$ cat src/design/tlwc_pkg.sv
// Shared types and constants for the two-level write-back cache tag block.
// No dependencies.
package tlwc_pkg;

	localparam int WAYS = 8;
	localparam int L1_SET_COUNT_D = 64;
	localparam int L2_SET_COUNT_D = 512;
	localparam int LINE_OFFSET_BITS_D = 6;
	localparam logic [31:0] RECENCY_INIT = 32'h7654_3210;
	localparam logic [31:0] COUNTER_MAX = 32'hFFFF_FFFF;

	typedef struct packed {
		logic [63:0] address;
		logic        wr_access;
		logic        last_in_run;
	} req_t;

	typedef struct packed {
		logic        l1_hit;
		logic        l2_hit;
		logic [1:0]  writebacks;
		logic [31:0] reads_total;
		logic [31:0] writes_total;
		logic [31:0] l1_hits_total;
		logic [31:0] l1_misses_total;
		logic [31:0] l2_hits_total;
		logic [31:0] l2_misses_total;
		logic [31:0] writebacks_total;
	} rsp_t;

	// controller to datapath
	typedef enum logic [2:0] {
		OP_NONE,
		OP_L1_RD,   // read L1 and L2 sets
		OP_L1_EVAL, // L1 compare and L1 victim choice; state update on a hit
		OP_L2_EVAL, // L2 compare for the new line, then read victim set
		OP_V_EVAL,  // L2 compare for the written-back victim
		OP_FINISH   // fill L1 on a miss, emit result
	} op_t;

	typedef struct packed {
		op_t  op;
		logic load;
	} cmd_t;

	typedef struct packed {
		logic l1_hit;
		logic need_wb; // L1 victim dirty, its line goes to L2
	} stat_t;

	// move a way to the front of a recency list
	function automatic logic [31:0] touch(input logic [31:0] list, input logic [2:0] way);
		logic [31:0] r;
		logic found;
		r = list;
		found = 1'b0;
		for (int p = 0; p < 8; p++) begin
			if (!found && list[4*p +: 4] == {1'b0, way}) begin
				found = 1'b1;
				for (int q = 1; q <= p; q++) r[4*q +: 4] = list[4*(q-1) +: 4];
				r[3:0] = {1'b0, way};
			end
		end
		return r;
	endfunction

	function automatic logic [2:0] victim(input logic [31:0] list, input logic [7:0] valid);
		logic [2:0] v;
		logic f;
		v = list[30:28];
		f = 1'b0;
		for (int w = 0; w < 8; w++) begin
			if (!f && !valid[w]) begin
				v = 3'(w);
				f = 1'b1;
			end
		end
		return v;
	endfunction

	function automatic logic [31:0] sat_inc(input logic [31:0] c, input logic en);
		return (en && c != COUNTER_MAX) ? c + 32'd1 : c;
	endfunction

	function automatic logic [31:0] sat_add(input logic [31:0] c, input logic [1:0] n);
		logic [32:0] s;
		s = {1'b0, c} + {31'b0, n};
		return s[32] ? COUNTER_MAX : s[31:0];
	endfunction

endpackage

$ cat src/design/tlwc_ctrl.sv
// Sequencer for the cache tag block: steps each access through its phases.
// Depends on tlwc_pkg.
module tlwc_ctrl (
	input  logic            clk,
	input  logic            arst_n,
	input  logic            start,
	input  logic            ready,
	input  tlwc_pkg::stat_t stat,
	output logic            busy,
	output tlwc_pkg::cmd_t  cmd
);
	typedef enum logic [2:0] {S_IDLE, S_L1RD, S_L1EV, S_L2EV, S_VEV, S_FIN} state_t;
	state_t state_q;

	always_ff @(posedge clk or negedge arst_n) begin
		if (!arst_n) begin
			state_q <= S_IDLE;
		end else begin
			unique case (state_q)
				S_IDLE: if (start && ready) state_q <= S_L1RD;
				S_L1RD: state_q <= S_L1EV;
				S_L1EV: state_q <= stat.l1_hit ? S_FIN : S_L2EV;
				S_L2EV: state_q <= stat.need_wb ? S_VEV : S_FIN;
				S_VEV:  state_q <= S_FIN;
				S_FIN:  state_q <= S_IDLE;
				default: state_q <= S_IDLE;
			endcase
		end
	end

	assign busy = (state_q != S_IDLE) || !ready;

	always_comb begin
		cmd.load = (state_q == S_IDLE) && start && ready;
		unique case (state_q)
			S_L1RD:  cmd.op = tlwc_pkg::OP_L1_RD;
			S_L1EV:  cmd.op = tlwc_pkg::OP_L1_EVAL;
			S_L2EV:  cmd.op = tlwc_pkg::OP_L2_EVAL;
			S_VEV:   cmd.op = tlwc_pkg::OP_V_EVAL;
			S_FIN:   cmd.op = tlwc_pkg::OP_FINISH;
			default: cmd.op = tlwc_pkg::OP_NONE;
		endcase
	end

`ifndef SYNTHESIS
	a_fin_one: assert property (@(posedge clk) disable iff (!arst_n)
		state_q == S_FIN |=> state_q == S_IDLE) else $error("finish not single");
	a_no_load_busy: assert property (@(posedge clk) disable iff (!arst_n)
		state_q != S_IDLE |-> !cmd.load) else $error("load while busy");
	a_l1rd_next: assert property (@(posedge clk) disable iff (!arst_n)
		state_q == S_L1RD |=> state_q == S_L1EV) else $error("bad sequence");
`endif
endmodule

$ cat config.mk
export PLATFORM = sky130hd
export DESIGN_NAME = tlwc_ctrl
export DESIGN_NICKNAME = d
export VERILOG_FILES = /design/src/design/tlwc_pkg.sv /design/src/design/tlwc_ctrl.sv
export SDC_FILE = /design/constraint.sdc
export NUM_CORES = 1
export LEC_CHECK = 0
export ABC_AREA = 1
export CAP_MARGIN = 5
export CORE_AREA = 4 4 41 43
export CTS_CLUSTER_DIAMETER = 40
export DETAILED_ROUTE_END_ITERATION = 8
export DIE_AREA = 0 0 45 47
export DONT_BUFFER_PORTS = 1
export HOLD_SLACK_MARGIN = 0.06
export SYNTH_ARGS = -nofsm -noshare
export SYNTH_HDL_FRONTEND = slang
export SYNTH_SLANG_ARGS = --single-unit
$ cat constraint.sdc
create_clock -name clk -period 2.1 [get_ports clk]
set_input_delay 0.42 -clock clk [delete_from_list [all_inputs] [get_ports clk]]
set_output_delay 0.42 -clock clk [all_outputs]
set_load 0.01 [all_outputs]
; Word-level counts from Yosys, hierarchy flattened
; Index checks and enable logic that the tools add are counted.
[word_totals]
output_inout_bits = 5
inputBits = 6
register_bits = 3
wordCells = 19
[classes]
eq_ne = 6
reduce_logical = 7
n_mux = 5
[ops]
columns = cell, n
row1 = $pmux W3 S5, 2
row2 = $eq A3 B2 Y1 const B, 2
row3 = $eq A3 B3 Y1 const B, 2
row4 = $mux W3, 2
row5 = $eq A3 B1 Y1 const B, 1
row6 = $logic_and A1 B1 Y1, 3
row7 = $logic_not A3 Y1, 1
row8 = $reduce_bool A3 Y1, 1
row9 = $ne A2 B2 Y1 const B, 1
row10 = $logic_not A1 Y1, 1
row11 = $logic_or A1 B1 Y1, 1
row12 = $mux W1, 1

; Logic depth before layout (Yosys ltp)
; Gate-level depths: netlist (run 1).
[depth]
depth_word = 3
mapped_depth = 5
depth_no_buf = 5

; Worst setup path after synthesis (run 1)
; No wires, ideal clock.
[synth_path]
path_type = reg-to-output
start = register state_q[1]
end = output cmd[0] (netlist bit)
required_time_ns = 1.680
path_slack_ns = 0.819
stages_incl_launch_ff = 4
t_arrival_ns = 0.861
path_buffers = 0
cell_sequence = dfrtp_1 > nor2_2 > nand3_2 > nor2_2
[synth_rtl]
columns = item, line_no
row1 = from (decl), tlwc_ctrl.sv:13  ; state_t state_q;
row2 = from (signal assigned), tlwc_ctrl.sv:22  ; S_L1EV: state_q <= stat.l1_hit ? S_FIN : S_L2EV;
row3 = from (signal assigned), tlwc_ctrl.sv:23  ; S_L2EV: state_q <= stat.need_wb ? S_VEV : S_FIN;
row4 = to (decl), tlwc_ctrl.sv:10  ; output tlwc_pkg::cmd_t cmd

==> run summary, run 1 <==
FINAL LAYOUT
--------------------------------------------------------------------------------
Syn-to-layout area delta                                                   29.1%
Register name with the most flops                                        state_q
Final layout net count                                                        40
Fraction of final layout cells with drive strength greater than 1          0.182
Regs by FF count                                                      state_q x3
Layout Cell Area excl Fill                                               244 um2
Number of flip-flops under the largest register name                           3
Diode count                                                                    0

YOSYS
--------------------------------------------------------------------------------
Ys Warns                                                                       0
Mean area per synthesized cell                                          6.75 um2
Area share of the largest cell type after synthesis                        0.397
Mapped cell area                                                         189 um2
Register area share after synthesis                                        0.397
Count of state elements after synthesis                                        3
Number of nets in the synthesized netlist                                     34
Number of instances in the synthesized netlist                                28
Post-synthesis cell type count                                                 9
Cell accounting for the most synthesized area                       sky130_fd_sc_hd__dfrtp_1
Dominant cells by area after synthesis                              sky130_fd_sc_hd__dfrtp_1 40%, sky130_fd_sc_hd__nand2_1 16%, sky130_fd_sc_hd__inv_1 12%

STATUS
--------------------------------------------------------------------------------
Result of the run                                                      completed

DETAILED ROUTING
--------------------------------------------------------------------------------
Detailed-routing iteration count for the pre-antenna-repair pass               2
Detailed router's first-iteration violation count                              1
DR vias                                                                      170
Detail-routed net length per standard cell                               8.35 um
Post-detailed-route DRC marker count                                           0
Total wire length after detailed routing                                  401 um
Post-detailed-route via-to-cell ratio                                       3.54
Remaining antenna violation count                                              0

FLOORPLAN
--------------------------------------------------------------------------------
Count of pins on the block boundary                                           11
Die X                                                                      45 um
Placeable core area                                                  0.00130 mm2
Starting density of the core                                               0.145
Number of rows created at floorplan                                           13
Die ar.                                                              0.00212 mm2
Die Span Y                                                                 47 um

SETUP PATH
--------------------------------------------------------------------------------
Cell repeated most along the worst path                             sky130_fd_sc_hd__nor2_2
Cells along the critical path                                       nor2_2 -> nand3_2 -> nor2_2
Critical path's slowest cell                                        sky130_fd_sc_hd__dfrtp_1
Delay of the slowest critical-path stage                                 0.43 ns
Launching instance or port of the critical path                       state_q[1]
Cell family contributing the most delay on the critical path        simple AND/OR/NAND/NOR gates
Endpoint kind of the worst setup timing path                         output port
Signal arrival time at the worst endpoint                                1.16 ns
Worst setup SP type                                                     register
Critical setup path kind                                              reg -> out
Worst EP required                                                        1.68 ns
Worst reg2reg path startpoint                                         state_q[1]
Highest fanout seen on the critical path                                       7
Buf+Inv Stages, Crit Path                                                      0

CLOCKING
--------------------------------------------------------------------------------
Buffers from clock root to sink, at most                                       2
Clock tree root buffer cell                                         sky130_fd_sc_hd__clkbuf_4
Level count of the clock H-tree                                                1
Number of clock sinks                                                          3
Clock latency on the worst-skew pair                                     0.23 ns
Setup fix buffers added after clock tree synthesis                             0
CTS Buf Count                                                                  3
Clock transition at the registers of the reported paths                  0.03 ns
Clock tree from TritonCTS                                                  built

STA
--------------------------------------------------------------------------------
Slew HR                                                                    0.734
Hold Slack                                                              0.396 ns
Number of setup violations in the final report                                 0
Sum of negative setup slack                                                 0 ns
Fin crit period                                                          1.58 ns
Setup repair after global routing missed its margin                           no
Hold Violations, Final                                                         0
Highest achievable clock rate                                            633 MHz
Worst-case clock skew                                                0.000363 ns
Actual slew at the worst max-slew pin                                   0.396 ns
Slew Limit Fails                                                               0
Post-route setup slack                                                  0.519 ns
Ratio of final minimum period to clock period                              0.753

PLACED DESIGN
--------------------------------------------------------------------------------
DP Worst Slack                                                          0.757 ns
GPL Wtd Cong                                                               0.642
Detailed-placement wirelength estimate                                    369 um
Placement-stage cell area                                                208 um2
Number of I/O port buffers                                                     0

POWER AND IR DROP
--------------------------------------------------------------------------------
Pleak                                                                   0.130 nW
Worst vdd ir                                                            0.269 mV
Power Dens Cells                                                     1490 mW/mm2
Tot Pwr                                                                   364 uW

GLOBAL ROUTING
--------------------------------------------------------------------------------
Number of global-route vias before repair                                    172
Global-route wire length before repair                                    724 um
Overflow left after global routing                                             0
Antenna violations before repair                                               0
All-Layer GR Usage                                                        0.0538
Largest net degree at the start of global routing                              8

MIN PATH
--------------------------------------------------------------------------------
Worst min-delay path category                                          in -> reg
Source of the worst hold timing path                                     stat[1]

JOB
--------------------------------------------------------------------------------
# Max-Cap Violations                                                           0

## worst paths after layout
path                         endpoint  slack (ns)  cells after the start
setup reg to reg           state_q[0]        1.12                      4
min in group asynchronous  state_q[2]        0.45                      1
setup / recovery               cmd[0]        0.52                      3
hold reg to reg            state_q[2]        0.56                      2
hold / removal             state_q[2]        0.40                      2
max in group asynchronous  state_q[1]        1.50                      1
## synthesized netlist by cell type
library cell               instances
sky130_fd_sc_hd__a21boi_0          1
sky130_fd_sc_hd__dfrtp_1           3
sky130_fd_sc_hd__inv_1             6
sky130_fd_sc_hd__nand2_1           8
sky130_fd_sc_hd__nand3_2           1
sky130_fd_sc_hd__nor2_1            5
sky130_fd_sc_hd__nor2_2            2
sky130_fd_sc_hd__o21a_1            1
sky130_fd_sc_hd__o21ai_0           1
## layout by cell type, fill, tap and decap left out
cell type and n:
sky130_fd_sc_hd__nand2_1 8, sky130_fd_sc_hd__inv_1 6, sky130_fd_sc_hd__nor2_1 5, sky130_fd_sc_hd__clkbuf_4 3
sky130_fd_sc_hd__dfrtp_1 3, sky130_fd_sc_hd__nor2_2 2, sky130_fd_sc_hd__a21boi_0 1, sky130_fd_sc_hd__nand3_2 1
sky130_fd_sc_hd__o21a_1 1, sky130_fd_sc_hd__o21ai_0 1, sky130_fd_sc_hd__clkbuf_1 1, sky130_fd_sc_hd__dlygate4sd3_1 1
## logic make-up (layout without fill, tap and decap cells)
group           after synthesis  count (layout)  synth area share
simple gates                 16              16             0.377
buf+inv                       6              11             0.119
compound gates                3               3             0.106
flops                         3               3             0.397
## final cells by class
class / count / area, um2
Inverter: 6 / 22.5
Fill cell: 162 / 1060
Tap cell: 15 / 18.8
Clock buffer: 4 / 26.3
Sequential cell: 3 / 75.1
Multi-Input combinational cell: 19 / 91.3
Timing Repair Buffer: 1 / 10.0
## report_power, final
part | total [mW] | internal [mW] | switching, mW
sequential | 0.123 | 0.0865 | 0.0363
clock | 0.0968 | 0.0709 | 0.0259
combinational | 0.144 | 0.0507 | 0.0933
## per-layer routing
layer / vias to the layer above / GRT usage / routed length (um)
met5: - / 0 / 0
met4: 0 / 0.0702 / 0
met3: 0 / 0.0460 / 64
met2: 8 / 0.0650 / 182
met1: 70 / 0.0481 / 154
li1: 92 / - / -
## metrics by stage
stage | std cells | utilization
floorplan | 28 | -
finish | 48 | 0.188
detailed placement | 43 | 0.160
CTS | 48 | 0.188
global placement | 43 | 0.160
global route | 48 | 0.188
## timing repair
action                                 4_1_cts  5_1_grt
resized for setup                            0        0
hold buffers                                 1        0
endpoints found under the hold margin        3        0
Power figures use the tool's default switching activity.
==> inputs of run 2 (changes only) <==
--- a/config.mk
+++ b/config.mk
@@ -5,7 +5,7 @@
 export SDC_FILE = /design/constraint.sdc
 export NUM_CORES = 1
 export LEC_CHECK = 0
-export ABC_AREA = 1
+export ABC_AREA = 0
 export CAP_MARGIN = 5
 export CORE_AREA = 4 4 41 43
 export CTS_CLUSTER_DIAMETER = 40
==> constraint.sdc (replaced) <==
create_clock -name clk -period 1.5 [get_ports clk]
set_input_delay 0.3 -clock clk [delete_from_list [all_inputs] [get_ports clk]]
set_output_delay 0.3 -clock clk [all_outputs]
set_load 0.01 [all_outputs]
==> run 2 against run 1 <==
Count of clock-buffer cells in the layout stayed put. Die area unchanged. Hold slack got worse by 0.15 ns. Combinational power up 21%. Critical path type unchanged. Critical endpoint unchanged.
==> run summary, run 2 <==
FLOORPLAN
--------------------------------------------------------------------------------
Count of pins on the block boundary                                           11   unchanged
Placeable core area                                                  0.00130 mm2   unchanged
Die X                                                                      45 um   unchanged
Die ar.                                                              0.00212 mm2   unchanged
Die Span Y                                                                 47 um   unchanged
Number of rows created at floorplan                                           13   unchanged
Starting density of the core                                               0.138   was 0.145

STA
--------------------------------------------------------------------------------
Ratio of final minimum period to clock period                              0.932
Worst-case clock skew                                                0.000402 ns   was 0.000363 ns
Sum of negative setup slack                                                 0 ns   unchanged
Setup repair after global routing missed its margin                           no   unchanged
Actual slew at the worst max-slew pin                                   0.295 ns   was 0.396 ns
Highest achievable clock rate                                            715 MHz
Hold Violations, Final                                                         0   unchanged
Slew HR                                                                    0.803   was 0.734
Fin crit period                                                          1.40 ns
Post-route setup slack                                                  0.102 ns   was 0.519 ns
Slew Limit Fails                                                               0   unchanged
Number of setup violations in the final report                                 0   unchanged

CLOCKING
--------------------------------------------------------------------------------
Buffers from clock root to sink, at most                                       2   unchanged
Clock tree from TritonCTS                                                  built   unchanged
Clock latency on the worst-skew pair                                     0.23 ns   about the same
Clock transition at the registers of the reported paths                  0.04 ns   was 0.03 ns
Level count of the clock H-tree                                                1   unchanged
Setup fix buffers added after clock tree synthesis                             0   unchanged
Clock tree root buffer cell                                         sky130_fd_sc_hd__clkbuf_4   unchanged
CTS Buf Count                                                                  3   unchanged
Number of clock sinks                                                          3   unchanged

DETAILED ROUTING
--------------------------------------------------------------------------------
Detailed-routing iteration count for the pre-antenna-repair pass               2   unchanged
DR vias                                                                      155   was 170
Post-detailed-route via-to-cell ratio                                       4.08   was 3.54
Total wire length after detailed routing                                  408 um   was 401 um
Detail-routed net length per standard cell                               10.7 um   was 8.35 um
Remaining antenna violation count                                              0   unchanged
Post-detailed-route DRC marker count                                           0   unchanged
Detailed router's first-iteration violation count                              2   was 1

SETUP PATH
--------------------------------------------------------------------------------
Worst EP required                                                        1.20 ns   was 1.68 ns
Critical setup path kind                                              reg -> out   unchanged
Worst setup SP type                                                     register   unchanged
Cell family contributing the most delay on the critical path        simple AND/OR/NAND/NOR gates   unchanged
Critical path's slowest cell                                        sky130_fd_sc_hd__dfrtp_1   unchanged
Signal arrival time at the worst endpoint                                1.10 ns   was 1.16 ns
Worst r2r path cells                                                           2   was 4
Endpoint kind of the worst setup timing path                         output port   unchanged
Highest fanout seen on the critical path                                       7   unchanged
Delay of the slowest critical-path stage                                 0.43 ns   about the same
Buf+Inv Stages, Crit Path                                                      0   unchanged
Logic depth of the worst path, buffers included                                2   was 3
Cells along the critical path                                       nor2_2 -> and4b_1   was nor2_2 -> nand3_2 -> nor2_2

PLACED DESIGN
--------------------------------------------------------------------------------
Placement-stage cell area                                                199 um2   was 208 um2
DP Worst Slack                                                          0.305 ns   was 0.757 ns
GPL Wtd Cong                                                               0.647   was 0.642
Number of I/O port buffers                                                     0   unchanged

FINAL LAYOUT
--------------------------------------------------------------------------------
Diode count                                                                    0   unchanged
Fraction of final layout cells with drive strength greater than 1          0.217   was 0.182
Util after Layout                                                          0.183   was 0.188
Register name with the most flops                                        state_q   unchanged
Commonest non-fill, non-tap cells in the layout                     3 x sky130_fd_sc_hd__clkbuf_4, 3 x sky130_fd_sc_hd__dfrtp_1, 2 x sky130_fd_sc_hd__nand2_1   was 8 x sky130_fd_sc_hd__nand2_1, 6 x sky130_fd_sc_hd__inv_1, 5 x sky130_fd_sc_hd__nor2_1, 3 x sky130_fd_sc_hd__clkbuf_4, 3 x sky130_fd_sc_hd__dfrtp_1
Syn-to-layout area delta                                                   31.9%   was 29.1%
Layout Cell Area excl Fill                                               238 um2   was 244 um2
Regs by FF count                                                      state_q x3   unchanged
Final layout net count                                                        30   was 40
Number of flip-flops under the largest register name                           3   unchanged

POWER AND IR DROP
--------------------------------------------------------------------------------
Worst vdd ir                                                            0.348 mV   was 0.269 mV
Power Dens Cells                                                     2040 mW/mm2   was 1490 mW/mm2
Pleak                                                                   0.101 nW   was 0.130 nW
Tot Pwr                                                                   485 uW   was 364 uW

YOSYS
--------------------------------------------------------------------------------
Number of nets in the synthesized netlist                                     24   was 34
List of most frequent post-synthesis cells                          3 x sky130_fd_sc_hd__dfrtp_1, 2 x sky130_fd_sc_hd__nand2_1   was 8 x sky130_fd_sc_hd__nand2_1, 6 x sky130_fd_sc_hd__inv_1, 5 x sky130_fd_sc_hd__nor2_1, 3 x sky130_fd_sc_hd__dfrtp_1, 2 x sky130_fd_sc_hd__nor2_2
Count of flip-flops with a built-in enable after synthesis                     0   unchanged
Count of state elements after synthesis                                        3   unchanged
Register area share after synthesis                                        0.417   was 0.397
Most frequent cell after synthesis                                  sky130_fd_sc_hd__dfrtp_1   was sky130_fd_sc_hd__nand2_1
Area share of the largest cell type after synthesis                        0.417   was 0.397
Main synth FF type                                                  sky130_fd_sc_hd__dfrtp_1   unchanged
Ys Warns                                                                       0   unchanged
FFs w/ async S/R, synth                                                     1.00   unchanged
Number of instances in the synthesized netlist                                18   was 28
Cell accounting for the most synthesized area                       sky130_fd_sc_hd__dfrtp_1   unchanged
Post-synthesis cell type count                                                15   was 9
Mean area per synthesized cell                                          10.0 um2   was 6.75 um2
Dominant cells by area after synthesis                              sky130_fd_sc_hd__dfrtp_1 42%, sky130_fd_sc_hd__and4b_1 5.6%, sky130_fd_sc_hd__a211o_1 4.9%   was sky130_fd_sc_hd__dfrtp_1 40%, sky130_fd_sc_hd__nand2_1 16%, sky130_fd_sc_hd__inv_1 12%
Mapped cell area                                                         180 um2   was 189 um2

MIN PATH
--------------------------------------------------------------------------------
Worst min-delay path category                                          in -> reg   unchanged
Min-Delay Path Depth                                                           2   unchanged

STATUS
--------------------------------------------------------------------------------
Result of the run                                                      completed   unchanged

GLOBAL ROUTING
--------------------------------------------------------------------------------
Largest net degree at the start of global routing                              9   was 8
All-Layer GR Usage                                                        0.0538   unchanged
Global-route wire length before repair                                    717 um   was 724 um
Antenna violations before repair                                               0   unchanged
Number of global-route vias before repair                                    183   was 172
Overflow left after global routing                                             0   unchanged

JOB
--------------------------------------------------------------------------------
# Max-Cap Violations                                                           0   unchanged

[run 2: area by class of cell]
cell class                      count  area, um2
Clock buffer                        4       26.3
Fill cell                         158       1060
Multi-Input combinational cell     15        108
Sequential cell                     3       75.1
Tap cell                           15       18.8
Timing Repair Buffer                1       10.0
[run 2: layer usage]
metal | share of wire | track usage | wire length, um | vias to the layer above
met5 | 0 | 0 | 0 | -
met4 | 0.034 | 0.0877 | 14 | 0
met3 | 0.18 | 0.0268 | 74 | 2
met2 | 0.34 | 0.0621 | 139 | 11
met1 | 0.44 | 0.0549 | 180 | 67
li1 | - | - | - | 75
[run 2: cell families (layout without fill, tap and decap cells)]
group	count (synthesis)	count (layout)	share of synthesized area
flops	3	3	0.417
simple gates	12	12	0.438
compound gates	3	3	0.146
buf+inv	0	5	0
[run 2: repair_timing]
item	CTS	global route
hold endpoints to repair	3	0
hold buffers	1	0
endpoints found under the setup margin	0	1
gates resized for setup	0	1
[run 2: power by group]
part / internal, mW / switching [mW]
Clock: 0.0997 / 0.0413
Sequential: 0.115 / 0.0554
Combinational: 0.0870 / 0.0867
[run 2: metrics by stage]
step | hold WS (ns) | std cells
after CTS | 0.240 | 38
after floorplan | 0.00441 | 18
after global routing | 0.253 | 38
final | 0.249 | 38
after global placement | 0.00451 | 33
after detailed placement | 0.00452 | 33
[run 2: final timing paths]
kind,start,slack [ns],to
max in group asynchronous,arst_n,1.04,state_q[1]
min in group asynchronous,arst_n,0.32,state_q[0]
max reg2reg,state_q[2],0.44,state_q[0]
min reg2reg,state_q[2],0.54,state_q[1]
max,state_q[1],0.10,cmd[0]
min,stat[1],0.25,state_q[1]
